===== src/rtl/cfr_pkg.sv =====
// ----------------------------------------------------------------------------
// cfr_pkg
// Shared types and constants of the checksummed frame receiver: item kinds,
// event codes, register indexes, reset values and controller/datapath links.
// ----------------------------------------------------------------------------
package cfr_pkg;

  // frame body header: checksum, command, length
  localparam int unsigned HDR_BYTES  = 3;
  // most payload bytes reported for one frame
  localparam int unsigned RESULT_CAP = 32;
  // width of the byte index field
  localparam int unsigned BIDX_W     = 5;

  // register reset values
  localparam logic [7:0]  RST_PREAMBLE  = 8'd254;
  localparam logic [7:0]  RST_POSTAMBLE = 8'd253;
  localparam logic [7:0]  RST_ACK       = 8'd250;
  localparam logic [7:0]  RST_NACK      = 8'd251;
  localparam logic [15:0] RST_IDLE_LIM  = 16'd100;

  // input item kind
  typedef enum logic {
    OP_BYTE = 1'b0,
    OP_TICK = 1'b1
  } op_e;

  // result event codes
  typedef enum logic [1:0] {
    EV_DATA     = 2'd0,
    EV_ACK      = 2'd1,
    EV_NACK     = 2'd2,
    EV_CSUM_ERR = 2'd3
  } event_e;

  // configuration register indexes
  typedef enum logic [2:0] {
    REG_PREAMBLE  = 3'd0,
    REG_POSTAMBLE = 3'd1,
    REG_ACK_CMD   = 3'd2,
    REG_NACK_CMD  = 3'd3,
    REG_IDLE_LIM  = 3'd4
  } cfg_reg_e;

  // controller states
  typedef enum logic [1:0] {
    ST_IDLE = 2'd0,
    ST_READ = 2'd1,
    ST_LOAD = 2'd2
  } state_e;

  // commands from controller to datapath
  typedef struct packed {
    logic take;   // input transaction completes this cycle
    logic rd;     // issue payload buffer read
    logic load;   // load the output register
  } dp_cmd_t;

  // status from datapath to controller
  typedef struct packed {
    logic end_hit;  // current input byte closes a frame
    logic burst;    // that frame is a data frame with payload
    logic more;     // payload bytes remain after the one being loaded
    logic out_free; // output register can take a new result
  } dp_stat_t;

endpackage


===== src/rtl/cfr_ram.sv =====
// ----------------------------------------------------------------------------
// cfr_ram
// Generic single write port, single read port RAM with registered read data.
// ----------------------------------------------------------------------------
module cfr_ram #(
  parameter int unsigned WIDTH = 8,
  parameter int unsigned DEPTH = 32,
  localparam int unsigned AW   = (DEPTH > 1) ? $clog2(DEPTH) : 1
) (
  input  logic             clk_i,
  input  logic             we_i,
  input  logic [AW-1:0]    waddr_i,
  input  logic [WIDTH-1:0] wdata_i,
  input  logic             re_i,
  input  logic [AW-1:0]    raddr_i,
  output logic [WIDTH-1:0] rdata_o
);

  logic [WIDTH-1:0] mem_q [DEPTH];
  logic [WIDTH-1:0] rdata_q;

  // write port
  always_ff @(posedge clk_i) begin
    if (we_i) begin
      mem_q[waddr_i] <= wdata_i;
    end
  end

  // read port, data held until the next read
  always_ff @(posedge clk_i) begin
    if (re_i) begin
      rdata_q <= mem_q[raddr_i];
    end
  end

  assign rdata_o = rdata_q;

endmodule


===== src/rtl/cfr_ctrl.sv =====
// ----------------------------------------------------------------------------
// cfr_ctrl
// Controller of the frame receiver: takes input items one at a time and
// sequences the result burst at frame end (buffer read, output load).
// ----------------------------------------------------------------------------
module cfr_ctrl (
  input  logic             clk_i,
  input  logic             rst_ni,
  input  logic             in_valid_i,
  output logic             in_ready_o,
  input  cfr_pkg::dp_stat_t stat_i,
  output cfr_pkg::dp_cmd_t  cmd_o
);
  import cfr_pkg::*;

  state_e state_q, state_d;

  // state register
  always_ff @(posedge clk_i or negedge rst_ni) begin
    if (!rst_ni) begin
      state_q <= ST_IDLE;
    end else begin
      state_q <= state_d;
    end
  end

  // next state and commands
  always_comb begin
    state_d    = state_q;
    cmd_o      = '0;
    in_ready_o = 1'b0;
    case (state_q)
      ST_IDLE: begin
        in_ready_o = 1'b1;
        if (in_valid_i) begin
          cmd_o.take = 1'b1;
          if (stat_i.end_hit) begin
            state_d = stat_i.burst ? ST_READ : ST_LOAD;
          end
        end
      end
      ST_READ: begin
        cmd_o.rd = 1'b1;
        state_d  = ST_LOAD;
      end
      ST_LOAD: begin
        if (stat_i.out_free) begin
          cmd_o.load = 1'b1;
          state_d    = stat_i.more ? ST_READ : ST_IDLE;
        end
      end
      default: begin
        state_d = ST_IDLE;
      end
    endcase
  end

endmodule


===== src/rtl/cfr_dp.sv =====
// ----------------------------------------------------------------------------
// cfr_dp
// Datapath of the frame receiver: configuration registers, frame parser
// state, running checksum, payload buffer and the output register.
// ----------------------------------------------------------------------------
module cfr_dp #(
  parameter int unsigned MAX_PAYLOAD = 32
) (
  input  logic                        clk_i,
  input  logic                        rst_ni,
  // configuration writes
  input  logic                        cfg_valid_i,
  input  logic [2:0]                  cfg_addr_i,
  input  logic [15:0]                 cfg_data_i,
  // input item fields
  input  logic                        op_i,
  input  logic [7:0]                  rx_byte_i,
  // controller link
  input  cfr_pkg::dp_cmd_t            cmd_i,
  output cfr_pkg::dp_stat_t           stat_o,
  // result
  input  logic                        out_ready_i,
  output logic                        out_valid_o,
  output cfr_pkg::event_e             event_res_o,
  output logic [7:0]                  command_o,
  output logic [7:0]                  frame_length_o,
  output logic [7:0]                  data_byte_o,
  output logic [cfr_pkg::BIDX_W-1:0]  byte_index_o,
  output logic                        byte_valid_o,
  output logic                        last_o
);
  import cfr_pkg::*;

  localparam int unsigned CAP   = (MAX_PAYLOAD < RESULT_CAP) ? MAX_PAYLOAD : RESULT_CAP;
  localparam int unsigned CNT_W = $clog2(MAX_PAYLOAD + HDR_BYTES + 1);
  localparam int unsigned CW    = $clog2(CAP + 1);
  localparam int unsigned AW    = (MAX_PAYLOAD > 1) ? $clog2(MAX_PAYLOAD) : 1;

  // configuration registers
  logic [7:0]  pre_q, post_q, ack_q, nack_q;
  logic [15:0] lim_q;

  // parser state
  logic             in_frame_q, in_frame_d;
  logic [7:0]       prev_q, prev_d;
  logic [CNT_W-1:0] cnt_q, cnt_d;
  logic [7:0]       sum_q, sum_d;
  logic [7:0]       chk_q, chk_d;
  logic [7:0]       cmd_q, cmd_d;
  logic [7:0]       len_q, len_d;
  logic [15:0]      idle_q, idle_d;
  logic             pend_q, pend_d;

  // result burst state
  event_e           ev_q, ev_d;
  logic             burst_q, burst_d;
  logic [CW-1:0]    elen_q, elen_d;
  logic [CW-1:0]    idx_q, idx_d;

  // output register
  logic              ovalid_q;
  event_e            oev_q;
  logic [7:0]        ocmd_q, olen_q, odata_q;
  logic [BIDX_W-1:0] oidx_q;
  logic              obv_q, olast_q;

  // combinational helpers
  logic             is_byte;
  logic             end_hit;
  logic [15:0]      idle_inc;
  logic             timeout;
  event_e           ev_n;
  logic             burst_n;
  logic [CW-1:0]    elen_n;
  logic             more;
  logic             ram_we;
  logic [AW-1:0]    ram_waddr;
  logic [7:0]       ram_rdata;

  // configuration write
  always_ff @(posedge clk_i or negedge rst_ni) begin
    if (!rst_ni) begin
      pre_q  <= RST_PREAMBLE;
      post_q <= RST_POSTAMBLE;
      ack_q  <= RST_ACK;
      nack_q <= RST_NACK;
      lim_q  <= RST_IDLE_LIM;
    end else if (cfg_valid_i) begin
      case (cfg_reg_e'(cfg_addr_i))
        REG_PREAMBLE:  pre_q  <= cfg_data_i[7:0];
        REG_POSTAMBLE: post_q <= cfg_data_i[7:0];
        REG_ACK_CMD:   ack_q  <= cfg_data_i[7:0];
        REG_NACK_CMD:  nack_q <= cfg_data_i[7:0];
        REG_IDLE_LIM:  lim_q  <= cfg_data_i;
        default: ;
      endcase
    end
  end

  // frame end detection and classification
  always_comb begin
    is_byte = (op_e'(op_i) == OP_BYTE);
    end_hit = is_byte && in_frame_q && (rx_byte_i == post_q) &&
              (cnt_q >= CNT_W'(HDR_BYTES)) &&
              (len_q == 8'(cnt_q - CNT_W'(HDR_BYTES)));
    if (sum_q != chk_q) begin
      ev_n = EV_CSUM_ERR;
    end else if (cmd_q == ack_q) begin
      ev_n = EV_ACK;
    end else if (cmd_q == nack_q) begin
      ev_n = EV_NACK;
    end else begin
      ev_n = EV_DATA;
    end
    burst_n = (ev_n == EV_DATA) && (len_q != 8'd0);
    elen_n  = (len_q > 8'(CAP)) ? CW'(CAP) : CW'(len_q);
    more    = burst_q && (CW'(idx_q + CW'(1)) != elen_q);
  end

  // saturating idle count and timeout
  assign idle_inc = (idle_q == 16'hFFFF) ? idle_q : idle_q + 16'd1;
  assign timeout  = pend_q && (idle_inc > lim_q);

  // payload buffer write
  assign ram_we    = cmd_i.take && is_byte && in_frame_q && !end_hit &&
                     (cnt_q < CNT_W'(MAX_PAYLOAD + HDR_BYTES)) &&
                     (cnt_q >= CNT_W'(HDR_BYTES));
  assign ram_waddr = AW'(cnt_q - CNT_W'(HDR_BYTES));

  // parser next state
  always_comb begin
    in_frame_d = in_frame_q;
    prev_d     = prev_q;
    cnt_d      = cnt_q;
    sum_d      = sum_q;
    chk_d      = chk_q;
    cmd_d      = cmd_q;
    len_d      = len_q;
    idle_d     = idle_q;
    pend_d     = pend_q;
    ev_d       = ev_q;
    burst_d    = burst_q;
    elen_d     = elen_q;
    idx_d      = idx_q;
    if (cmd_i.take) begin
      if (!is_byte) begin
        // idle tick
        idle_d = idle_inc;
        if (timeout) begin
          in_frame_d = 1'b0;
          cnt_d      = '0;
          sum_d      = '0;
          prev_d     = '0;
          pend_d     = 1'b0;
          idle_d     = '0;
        end
      end else begin
        idle_d = '0;
        pend_d = 1'b1;
        if (in_frame_q) begin
          if (end_hit) begin
            // frame complete, latch the result burst
            prev_d     = rx_byte_i;
            in_frame_d = 1'b0;
            cnt_d      = '0;
            sum_d      = '0;
            pend_d     = 1'b0;
            ev_d       = ev_n;
            burst_d    = burst_n;
            elen_d     = elen_n;
            idx_d      = '0;
          end else if (cnt_q < CNT_W'(MAX_PAYLOAD + HDR_BYTES)) begin
            // body byte
            if (cnt_q == CNT_W'(0)) begin
              chk_d = rx_byte_i;
            end else begin
              if (cnt_q == CNT_W'(1)) begin
                cmd_d = rx_byte_i;
              end else if (cnt_q == CNT_W'(2)) begin
                len_d = rx_byte_i;
              end
              sum_d = sum_q + rx_byte_i;
            end
            cnt_d  = cnt_q + CNT_W'(1);
            prev_d = rx_byte_i;
          end else begin
            // overlong frame restarts the body
            cnt_d  = '0;
            sum_d  = '0;
            prev_d = '0;
          end
        end else begin
          // preamble hunt
          if ((prev_q == pre_q) && (rx_byte_i == pre_q)) begin
            in_frame_d = 1'b1;
            cnt_d      = '0;
            sum_d      = '0;
          end
          prev_d = rx_byte_i;
        end
      end
    end else if (cmd_i.load && burst_q) begin
      idx_d = idx_q + CW'(1);
    end
  end

  // parser registers
  always_ff @(posedge clk_i or negedge rst_ni) begin
    if (!rst_ni) begin
      in_frame_q <= 1'b0;
      prev_q     <= '0;
      cnt_q      <= '0;
      sum_q      <= '0;
      chk_q      <= '0;
      cmd_q      <= '0;
      len_q      <= '0;
      idle_q     <= '0;
      pend_q     <= 1'b0;
      ev_q       <= EV_DATA;
      burst_q    <= 1'b0;
      elen_q     <= '0;
      idx_q      <= '0;
    end else begin
      in_frame_q <= in_frame_d;
      prev_q     <= prev_d;
      cnt_q      <= cnt_d;
      sum_q      <= sum_d;
      chk_q      <= chk_d;
      cmd_q      <= cmd_d;
      len_q      <= len_d;
      idle_q     <= idle_d;
      pend_q     <= pend_d;
      ev_q       <= ev_d;
      burst_q    <= burst_d;
      elen_q     <= elen_d;
      idx_q      <= idx_d;
    end
  end

  // payload buffer
  cfr_ram #(
    .WIDTH (8),
    .DEPTH (MAX_PAYLOAD)
  ) u_ram (
    .clk_i   (clk_i),
    .we_i    (ram_we),
    .waddr_i (ram_waddr),
    .wdata_i (rx_byte_i),
    .re_i    (cmd_i.rd),
    .raddr_i (AW'(idx_q)),
    .rdata_o (ram_rdata)
  );

  // output valid flag
  always_ff @(posedge clk_i or negedge rst_ni) begin
    if (!rst_ni) begin
      ovalid_q <= 1'b0;
    end else if (cmd_i.load) begin
      ovalid_q <= 1'b1;
    end else if (out_ready_i) begin
      ovalid_q <= 1'b0;
    end
  end

  // output payload
  always_ff @(posedge clk_i) begin
    if (cmd_i.load) begin
      oev_q   <= ev_q;
      ocmd_q  <= cmd_q;
      olen_q  <= len_q;
      odata_q <= burst_q ? ram_rdata : 8'd0;
      oidx_q  <= burst_q ? BIDX_W'(idx_q) : '0;
      obv_q   <= burst_q;
      olast_q <= !more;
    end
  end

  assign stat_o.end_hit  = end_hit;
  assign stat_o.burst    = burst_n;
  assign stat_o.more     = more;
  assign stat_o.out_free = !ovalid_q || out_ready_i;

  assign out_valid_o    = ovalid_q;
  assign event_res_o    = oev_q;
  assign command_o      = ocmd_q;
  assign frame_length_o = olen_q;
  assign data_byte_o    = odata_q;
  assign byte_index_o   = oidx_q;
  assign byte_valid_o   = obv_q;
  assign last_o         = olast_q;

endmodule


===== src/rtl/checksummed_frame_receiver.sv =====
// ----------------------------------------------------------------------------
// checksummed_frame_receiver
// Link frame receiver: preamble hunt, checksum check, ack/nack/data
// classification and byte-wise payload output.
// ----------------------------------------------------------------------------
//  channel   direction  handshake                      payload
//  s_axis    in         s_axis_tvalid / s_axis_tready  tuser op, tdata rx_byte
//  m_axis    out        m_axis_tvalid / m_axis_tready  tuser event+flag, tdata
//  cfg       in         cfg_valid_i / cfg_ready_o      cfg_addr_i, cfg_data_i
//
// A byte or tick is taken whenever the receiver is idle. A frame-ending byte
// starts a result burst: a single output register load for a control, error
// or empty data result; for a data frame, a payload buffer read, then an
// output register load, for each reported payload byte, held by any output
// stall. Input is held off during the burst and taken again once the last
// result sits in the output register.
// No clearing pass after reset; the payload buffer is written before read.
// ----------------------------------------------------------------------------
module checksummed_frame_receiver #(
  parameter int unsigned MAX_PAYLOAD = 32
) (
  input  logic        clk_i,
  input  logic        rst_ni,
  // input stream
  input  logic        s_axis_tvalid,
  output logic        s_axis_tready,
  input  logic [7:0]  s_axis_tdata,   // [7:0] rx_byte
  input  logic        s_axis_tuser,   // [0] op
  // result stream
  output logic        m_axis_tvalid,
  input  logic        m_axis_tready,
  output logic [31:0] m_axis_tdata,   // [7:0] command, [15:8] frame_length,
                                      // [23:16] data_byte, [28:24] byte_index
  output logic [2:0]  m_axis_tuser,   // [1:0] event_res, [2] byte_valid
  output logic        m_axis_tlast,   // last
  // configuration writes
  input  logic        cfg_valid_i,
  output logic        cfg_ready_o,
  input  logic [2:0]  cfg_addr_i,
  input  logic [15:0] cfg_data_i
);
  import cfr_pkg::*;

  dp_cmd_t           cmd;
  dp_stat_t          stat;
  event_e            event_res;
  logic [7:0]        command;
  logic [7:0]        frame_length;
  logic [7:0]        data_byte;
  logic [BIDX_W-1:0] byte_index;
  logic              byte_valid;

  // controller
  cfr_ctrl u_ctrl (
    .clk_i      (clk_i),
    .rst_ni     (rst_ni),
    .in_valid_i (s_axis_tvalid),
    .in_ready_o (s_axis_tready),
    .stat_i     (stat),
    .cmd_o      (cmd)
  );

  // datapath
  cfr_dp #(
    .MAX_PAYLOAD (MAX_PAYLOAD)
  ) u_dp (
    .clk_i          (clk_i),
    .rst_ni         (rst_ni),
    .cfg_valid_i    (cfg_valid_i),
    .cfg_addr_i     (cfg_addr_i),
    .cfg_data_i     (cfg_data_i),
    .op_i           (s_axis_tuser),
    .rx_byte_i      (s_axis_tdata),
    .cmd_i          (cmd),
    .stat_o         (stat),
    .out_ready_i    (m_axis_tready),
    .out_valid_o    (m_axis_tvalid),
    .event_res_o    (event_res),
    .command_o      (command),
    .frame_length_o (frame_length),
    .data_byte_o    (data_byte),
    .byte_index_o   (byte_index),
    .byte_valid_o   (byte_valid),
    .last_o         (m_axis_tlast)
  );

  // registers are always writable
  assign cfg_ready_o = 1'b1;

  // result packing
  assign m_axis_tdata = {3'b000, byte_index, data_byte, frame_length, command};
  assign m_axis_tuser = {byte_valid, event_res};

endmodule


===== config.mk =====
export PLATFORM = sky130hd
export DESIGN_NAME = checksummed_frame_receiver
export DESIGN_NICKNAME = d
export VERILOG_FILES = /design/src/rtl/cfr_pkg.sv /design/src/rtl/cfr_ram.sv /design/src/rtl/cfr_ctrl.sv /design/src/rtl/cfr_dp.sv /design/src/rtl/checksummed_frame_receiver.sv
export SDC_FILE = /design/constraint.sdc
export NUM_CORES = 1
export LEC_CHECK = 0
export BUFFER_PORTS_ARGS = -buffer_cell sky130_fd_sc_hd__buf_2
export CORE_UTILIZATION = 50
export DETAILED_ROUTE_END_ITERATION = 10
export GPL_ROUTABILITY_DRIVEN = 0
export PLACE_DENSITY = 0.79
export SLEW_MARGIN = 20
export SYNTH_ARGS = -nofsm -noshare
export SYNTH_HDL_FRONTEND = slang
export SYNTH_SLANG_ARGS = --single-unit
export TNS_END_PERCENT = 100

===== constraint.sdc =====
create_clock -name clk_i -period 9.4 [get_ports clk_i]
set_input_delay 1.41 -clock clk_i [delete_from_list [all_inputs] [get_ports clk_i]]
set_output_delay 1.41 -clock clk_i [all_outputs]
set_load 0.05 [all_outputs]

### Yosys cells after proc, flatten, opt, wreduce, memory -nomap -nowiden

Memory sizes are Yosys's and may differ from the RTL's. A register that Yosys moved wholly into a read port is not among the register bits.
Cells that the tools add are included.

| cells by class | value |
|---|---|
| $add $sub $neg | 6 |
| $lt $le $gt $ge | 4 |
| eq/ne operators | 25 |
| mux-type cells | 52 |
| bitwise logic cells | 4 |
| reductions and logical operators | 40 |

Operators with widths:

| kind | count |
|---|---|
| $mux 8 | 11 |
| $mux 6 | 12 |
| $eq 8x8->1 | 6 |
| $mux 16 | 3 |
| $mux 1 | 18 |
| $add 16x1->16 const B | 1 |
| $eq 16x16->1 const B | 1 |
| $gt 16x16->1 | 1 |
| $logic_and 1x1->1 | 14 |
| $mux 2 | 7 |
| $add 6x1->6 const B | 2 |
| $reduce_and 2->1 | 6 |
| $reduce_and 4->1 | 3 |
| $ne 2x2->1 const B | 5 |
| $add 8x8->8 | 1 |
| $gt 8x6->1 const B | 1 |
| $ne 8x8->1 | 1 |
| $reduce_and 8->1 | 1 |
| $reduce_bool 8->1 | 1 |
| $reduce_and 7->1 | 1 |
| $sub 6x2->7 const B | 1 |
| $eq 3x2->1 const B | 2 |
| $eq 6x1->1 const B | 1 |
| $eq 6x2->1 const B | 1 |
| other kinds (21) | 30 |

| word-level totals | value |
|---|---|
| bits in registers | 163 |
| RAM bits | 256 |
| input bits | 33 |
| output and inout port bits | 39 |
| word-level logic and storage cells | 159 |
| memories kept | 1 |

Memory list:

| name | depth | bits a word | rd ports | clocked after memory_dff | wr ports | line | text |
|---|---|---|---|---|---|---|---|
| u_dp.u_ram.mem_q | 32 | 8 | 1 | 1 | 1 | cfr_ram.sv:19 | `logic [WIDTH-1:0] mem_q [DEPTH];` |

### Depth between registers and ports, before layout

| logic depth | value |
|---|---|
| depth in word-level cells | 11 |
| depth in mapped cells | 17 |

### Hierarchy

Synthesis repeated with hierarchy kept, for this count alone.

| unflattened totals | value |
|---|---|
| cell total of the unflattened synthesis | 1168 |
| area total of the unflattened synthesis | 18547.8 µm² |

Modules (own cells, without submodules):

| module | instances | cells an instance | area an instance (µm²) | seq. area each (µm²) |
|---|---|---|---|---|
| cfr_ram | 1 | 417 | 10133.5 | 7927.6 |
| cfr_dp | 1 | 732 | 8249.2 | 4231.6 |
| cfr_ctrl | 1 | 12 | 120.1 | 50.0 |
| checksummed_frame_receiver | 1 | 7 | 45.0 | 0.0 |

### Least setup slack after synthesis

OpenSTA, ideal clock, no wires.

| path | value |
|---|---|
| path type | in2reg |
| start point | input m_axis_tready |
| end point | register u_dp.idx_q[3] |
| setup time | 0.145 ns |
| arrival | 5.098 ns |
| data required time | 9.255 ns |
| slack | 4.157 ns |
| cell stages on the path | 5 |
| buffers on the path | 0 |
| path through | nand2b_1 > nor3b_1 > nand2_1 > nand2_1 > a31oi_1 |

RTL lines:

| element | line | text |
|---|---|---|
| start, declared | checksummed_frame_receiver.sv:31 | `input logic m_axis_tready,` |
| end signal, assigned | cfr_dp.sv:236 | `idx_q <= idx_d;` |
| end, declared | cfr_dp.sv:58 | `logic [CW-1:0] idx_q, idx_d;` |

### Worst setup path in the final report

| path | value |
|---|---|
| start point | register u_dp.idle_q[0] |
| end point | register u_dp.sum_q[2] |

| between the ends | value |
|---|---|
| word-level cells in the longest chain between the ends | 6 |
| elaborated cells between the ends (all ways) | 7 |
| classes of those cells | add/sub: 1; order compare: 1; eq/ne: 2; mux: 1; reduce/logical: 2 |

RTL lines:

| element | line | text |
|---|---|---|
| start, declared | cfr_dp.sv:51 | `logic [15:0] idle_q, idle_d;` |
| start signal, assigned | cfr_dp.sv:231 | `idle_q <= idle_d;` |
| $add 16x1->16 / $eq 16x16->1 (equally long branches) | cfr_dp.sv:121 | `assign idle_inc = (idle_q == 16'hFFFF) ? idle_q : idle_q + 16'd1;` |
| $mux 16 * | cfr_dp.sv:121 |  |
| $gt 16x16->1 * | cfr_dp.sv:122 | `assign timeout = pend_q && (idle_inc > lim_q);` |
| $logic_and 1x1->1 * | cfr_dp.sv:122 |  |
| $ne 2x1->1 (no source line) * | - |  |
| $reduce_and 4->1 (no source line) * | - |  |
| end signal, assigned | cfr_dp.sv:227 | `sum_q <= sum_d;` |
| end, declared | cfr_dp.sv:47 | `logic [7:0] sum_q, sum_d;` |

Mark *: on every way between the ends. The rest lies on a longest branch, timed or not.
A chain may end at the register's enable or synchronous reset.

==> impl_metrics.json <==
{
  "finalPower_mw": 4.77,
  "cts.sinks": 427,
  "postCtsSetupRepairBufs": 0,
  "antenna_found_initial": 0,
  "hold_buffers": 0,
  "grt_max_degree": 73,
  "design_area_sq_um": 20700,
  "path_cells": "ha_1, and3_1, nand2_1, or3_1, and2_1, nand3_1, xnor2_1, ha_1, nand4_1, a2111o_1, a32oi_2, o311ai_0, nor3b_4, a22o_1",
  "max-slew-margin-rel_pct": 31.2,
  "via_per_inst": 6.00,
  "finalSetupViolations": 0,
  "synthArstFlopShare_pct": 30.4,
  "synth_area_leaders": "edfxtp_1 48%, dfrtp_1 14%, mux4_2 9.7%, dfstp_2 4.3%, mux2_2 2.6%",
  "initial_core_util_pct": 50.6,
  "wire_per_inst_um": 23.3,
  "hold_viol": 0,
  "maxCapViolCount": 0,
  "syn-cell-area_sq_um": 18500,
  "die_area_sq_um": 37800,
  "vias": 10491,
  "cts_tree": "yes",
  "synth_warnings": 0,
  "grt_overflow": 0,
  "cts-root-buf": "clkbuf_16",
  "cp-start-kind": "flop",
  "power_leakage_nw": 7.54,
  "ctsHtreeMaxLevel": 2,
  "syn_to_final_growth_pct": 12.2,
  "cts.reportedPaths.clkPinSlew_ns": 0.06,
  "skew_ns": 0.0113,
  "die_w_um": 194,
  "grt_setup_unrepaired": "false",
  "p_clk_share_pct": 36.5,
  "port_buffers": 67,
  "placed_cell_area_sq_um": 19300,
  "min_path_type": "reg -> reg",
  "first_pass_iters": 5,
  "utilization_pct": 56.8,
  "numCtsBuffers": 44,
  "ir_worst_vdd_mv": 0.126,
  "fmaxAchievable_ghz": 0.211,
  "outcome": "completed",
  "coreArea_sq_um": 36500,
  "final_cell_mix": "297 x edfxtp_1, 98 x dfrtp_1, 88 x nand2_1",
  "insertion_delay_ns": 0.56,
  "diodes": 0,
  "fin_tns_setup_ns": 0,
  "share_seq_of_total_power_pct": 49.6,
  "cp_slowest_cell": "a32oi_2",
  "synth_ff_type": "edfxtp_1",
  "max_stage_delay_ns": 0.75,
  "cts_buffer_depth": 3,
  "ys_ff_latch": 427,
  "worstSetupPathType": "reg -> reg",
  "track_usage_pct": 22.2,
  "postRouteAntennaNets": 0,
  "first_global_vias": 10475,
  "grt_first_pass_wirelength_mm": 63.0,
  "drc": 0,
  "path_max_fanout": 18,
  "combPwrFrac_pct": 13.9,
  "p_int_mw": 3.52,
  "finalCritPeriodShare_pct": 50.5,
  "netlist.area_leader.share_pct": 48.2,
  "die_h_um": 194,
  "ios": 72,
  "period_minus_slack_ns": 4.75,
  "crit_top_cell": "ha_1",
  "tightestPinTransition_ns": 1.03,
  "power.density_nw_per_um2": 230,
  "layout.nets": 1313,
  "avgSynthCellArea_sq_um": 15.8,
  "rows": 70,
  "cp-end-kind": "flop",
  "reg_top3": "u_dp.u_ram.mem_q (256), u_dp.idle_q (16), u_dp.lim_q (16)",
  "ys_types": 68,
  "netlist_instances": 1169,
  "crit_required_ns": 9.90,
  "top_register": "u_dp.u_ram.mem_q",
  "cts-resized-gates": 0,
  "synth_area_leader_cell": "edfxtp_1",
  "dp_hpwl_mm": 25.7,
  "layout_commonest_cell": "edfxtp_1",
  "largest_reg_flops": 256,
  "cp.arrival_ns": 5.24,
  "power.switching_mw": 1.25,
  "synth-edff-count": 297,
  "drive_gt1_share_pct": 25.6,
  "wl_mm": 40.7,
  "ys_seq_area_share_pct": 66.0,
  "drt_iter0_markers": 938,
  "drv_slew": 0,
  "sw_frac_of_total_pct": 26.2
}
## cell families (layout without fill, tap and decap cells)
family	Yosys count	after routing	synth area share, %
mux	148	148	14.0
fa+ha+maj	33	33	2.27
simple gates	271	271	7.41
buf+inv	77	186	1.85
other cells	2	4	0.0406
compound gates	144	144	5.14
xor+xnor	67	67	3.21
flops	427	427	66.0
## layout make-up
class,instances,area [sq um]
fillers,2680,15800
repair buffers,84,469
well taps,468,586
clock buffers,57,1190
flip-flops and latches,427,12200
multi-input cells,667,5960
clock inverters,22,240
inverters,23,86.3
## worst paths after layout
check | start | to | slack, ns | depth (start not counted)
worst max-delay path | u_dp.idle_q[0] | u_dp.sum_q[2] | 4.65 | 14
worst min-delay path | u_dp.ev_q[1] | u_dp.event_res_o[1] | 0.46 | 0
worst max register to register | u_dp.idle_q[0] | u_dp.sum_q[2] | 4.65 | 14
worst min register to register | u_dp.ev_q[1] | u_dp.event_res_o[1] | 0.46 | 0
max in group asynchronous | rst_ni | u_dp.idx_q[0] | 7.01 | 2
min in group asynchronous | rst_ni | u_dp.lim_q[15] | 0.91 | 1
## layer usage
metal	vias up	global-route usage (%)	share of wire [%]
li1	4646	-	-
met1	5310	30.0	41
met2	458	36.5	50
met3	77	3.64	6.5
met4	0	8.47	3.2
met5	-	0	0
## cell usage after synthesis, types with 7 or more instances
cell / count
ha_1: 32
dfstp_2: 30
mux2_2: 43
mux4_2: 80
nand2_1: 88
xor2_1: 34
nor4_1: 7
a22o_1: 18
o31ai_1: 9
nor3_1: 20
a31oi_1: 11
nor2_1: 56
dfrtp_1: 100
inv_1: 23
and3_1: 13
o21ai_0: 44
buf_2: 7
nand3_1: 21
edfxtp_1: 297
and2_1: 19
buf_1: 9
clkbuf_1: 29
mux2_4: 8
nand4_1: 12
mux2_1: 16
a21oi_1: 23
xnor2_1: 32
## through the flow
| step | instances | hold WS (ns) | setup WS [ns] |
|---|---|---|---|
| 2_1_floorplan | 1171 | 0.425 | 4.16 |
| 3_3_place_gp | 1669 | 0.439 | 4.66 |
| 3_5_place_dp | 1669 | 0.444 | 4.55 |
| 4_1_cts | 1748 | 0.457 | 4.70 |
| 5_1_grt | 1748 | 0.469 | 4.32 |
| 6_report | 1748 | 0.456 | 4.65 |
## power groups by stage
stage,Clock (mW),Sequential [mW],Combinational [mW]
6_report,1.74,2.37,0.664
5_1_grt,1.83,2.39,0.740
4_1_cts,1.76,2.37,0.665
3_5_place_dp,0,2.40,0.656
3_3_place_gp,0,2.40,0.636
2_1_floorplan,0,2.32,0.519
## critical path: cells and delay by family (launching register included)
family	cells	cell delay [ns]
compound gates	4	1.84
simple gates	7	1.80
fa+ha+maj	2	0.51
flops	1	0.43
xor+xnor	1	0.09
Power figures use the tool's default switching activity.
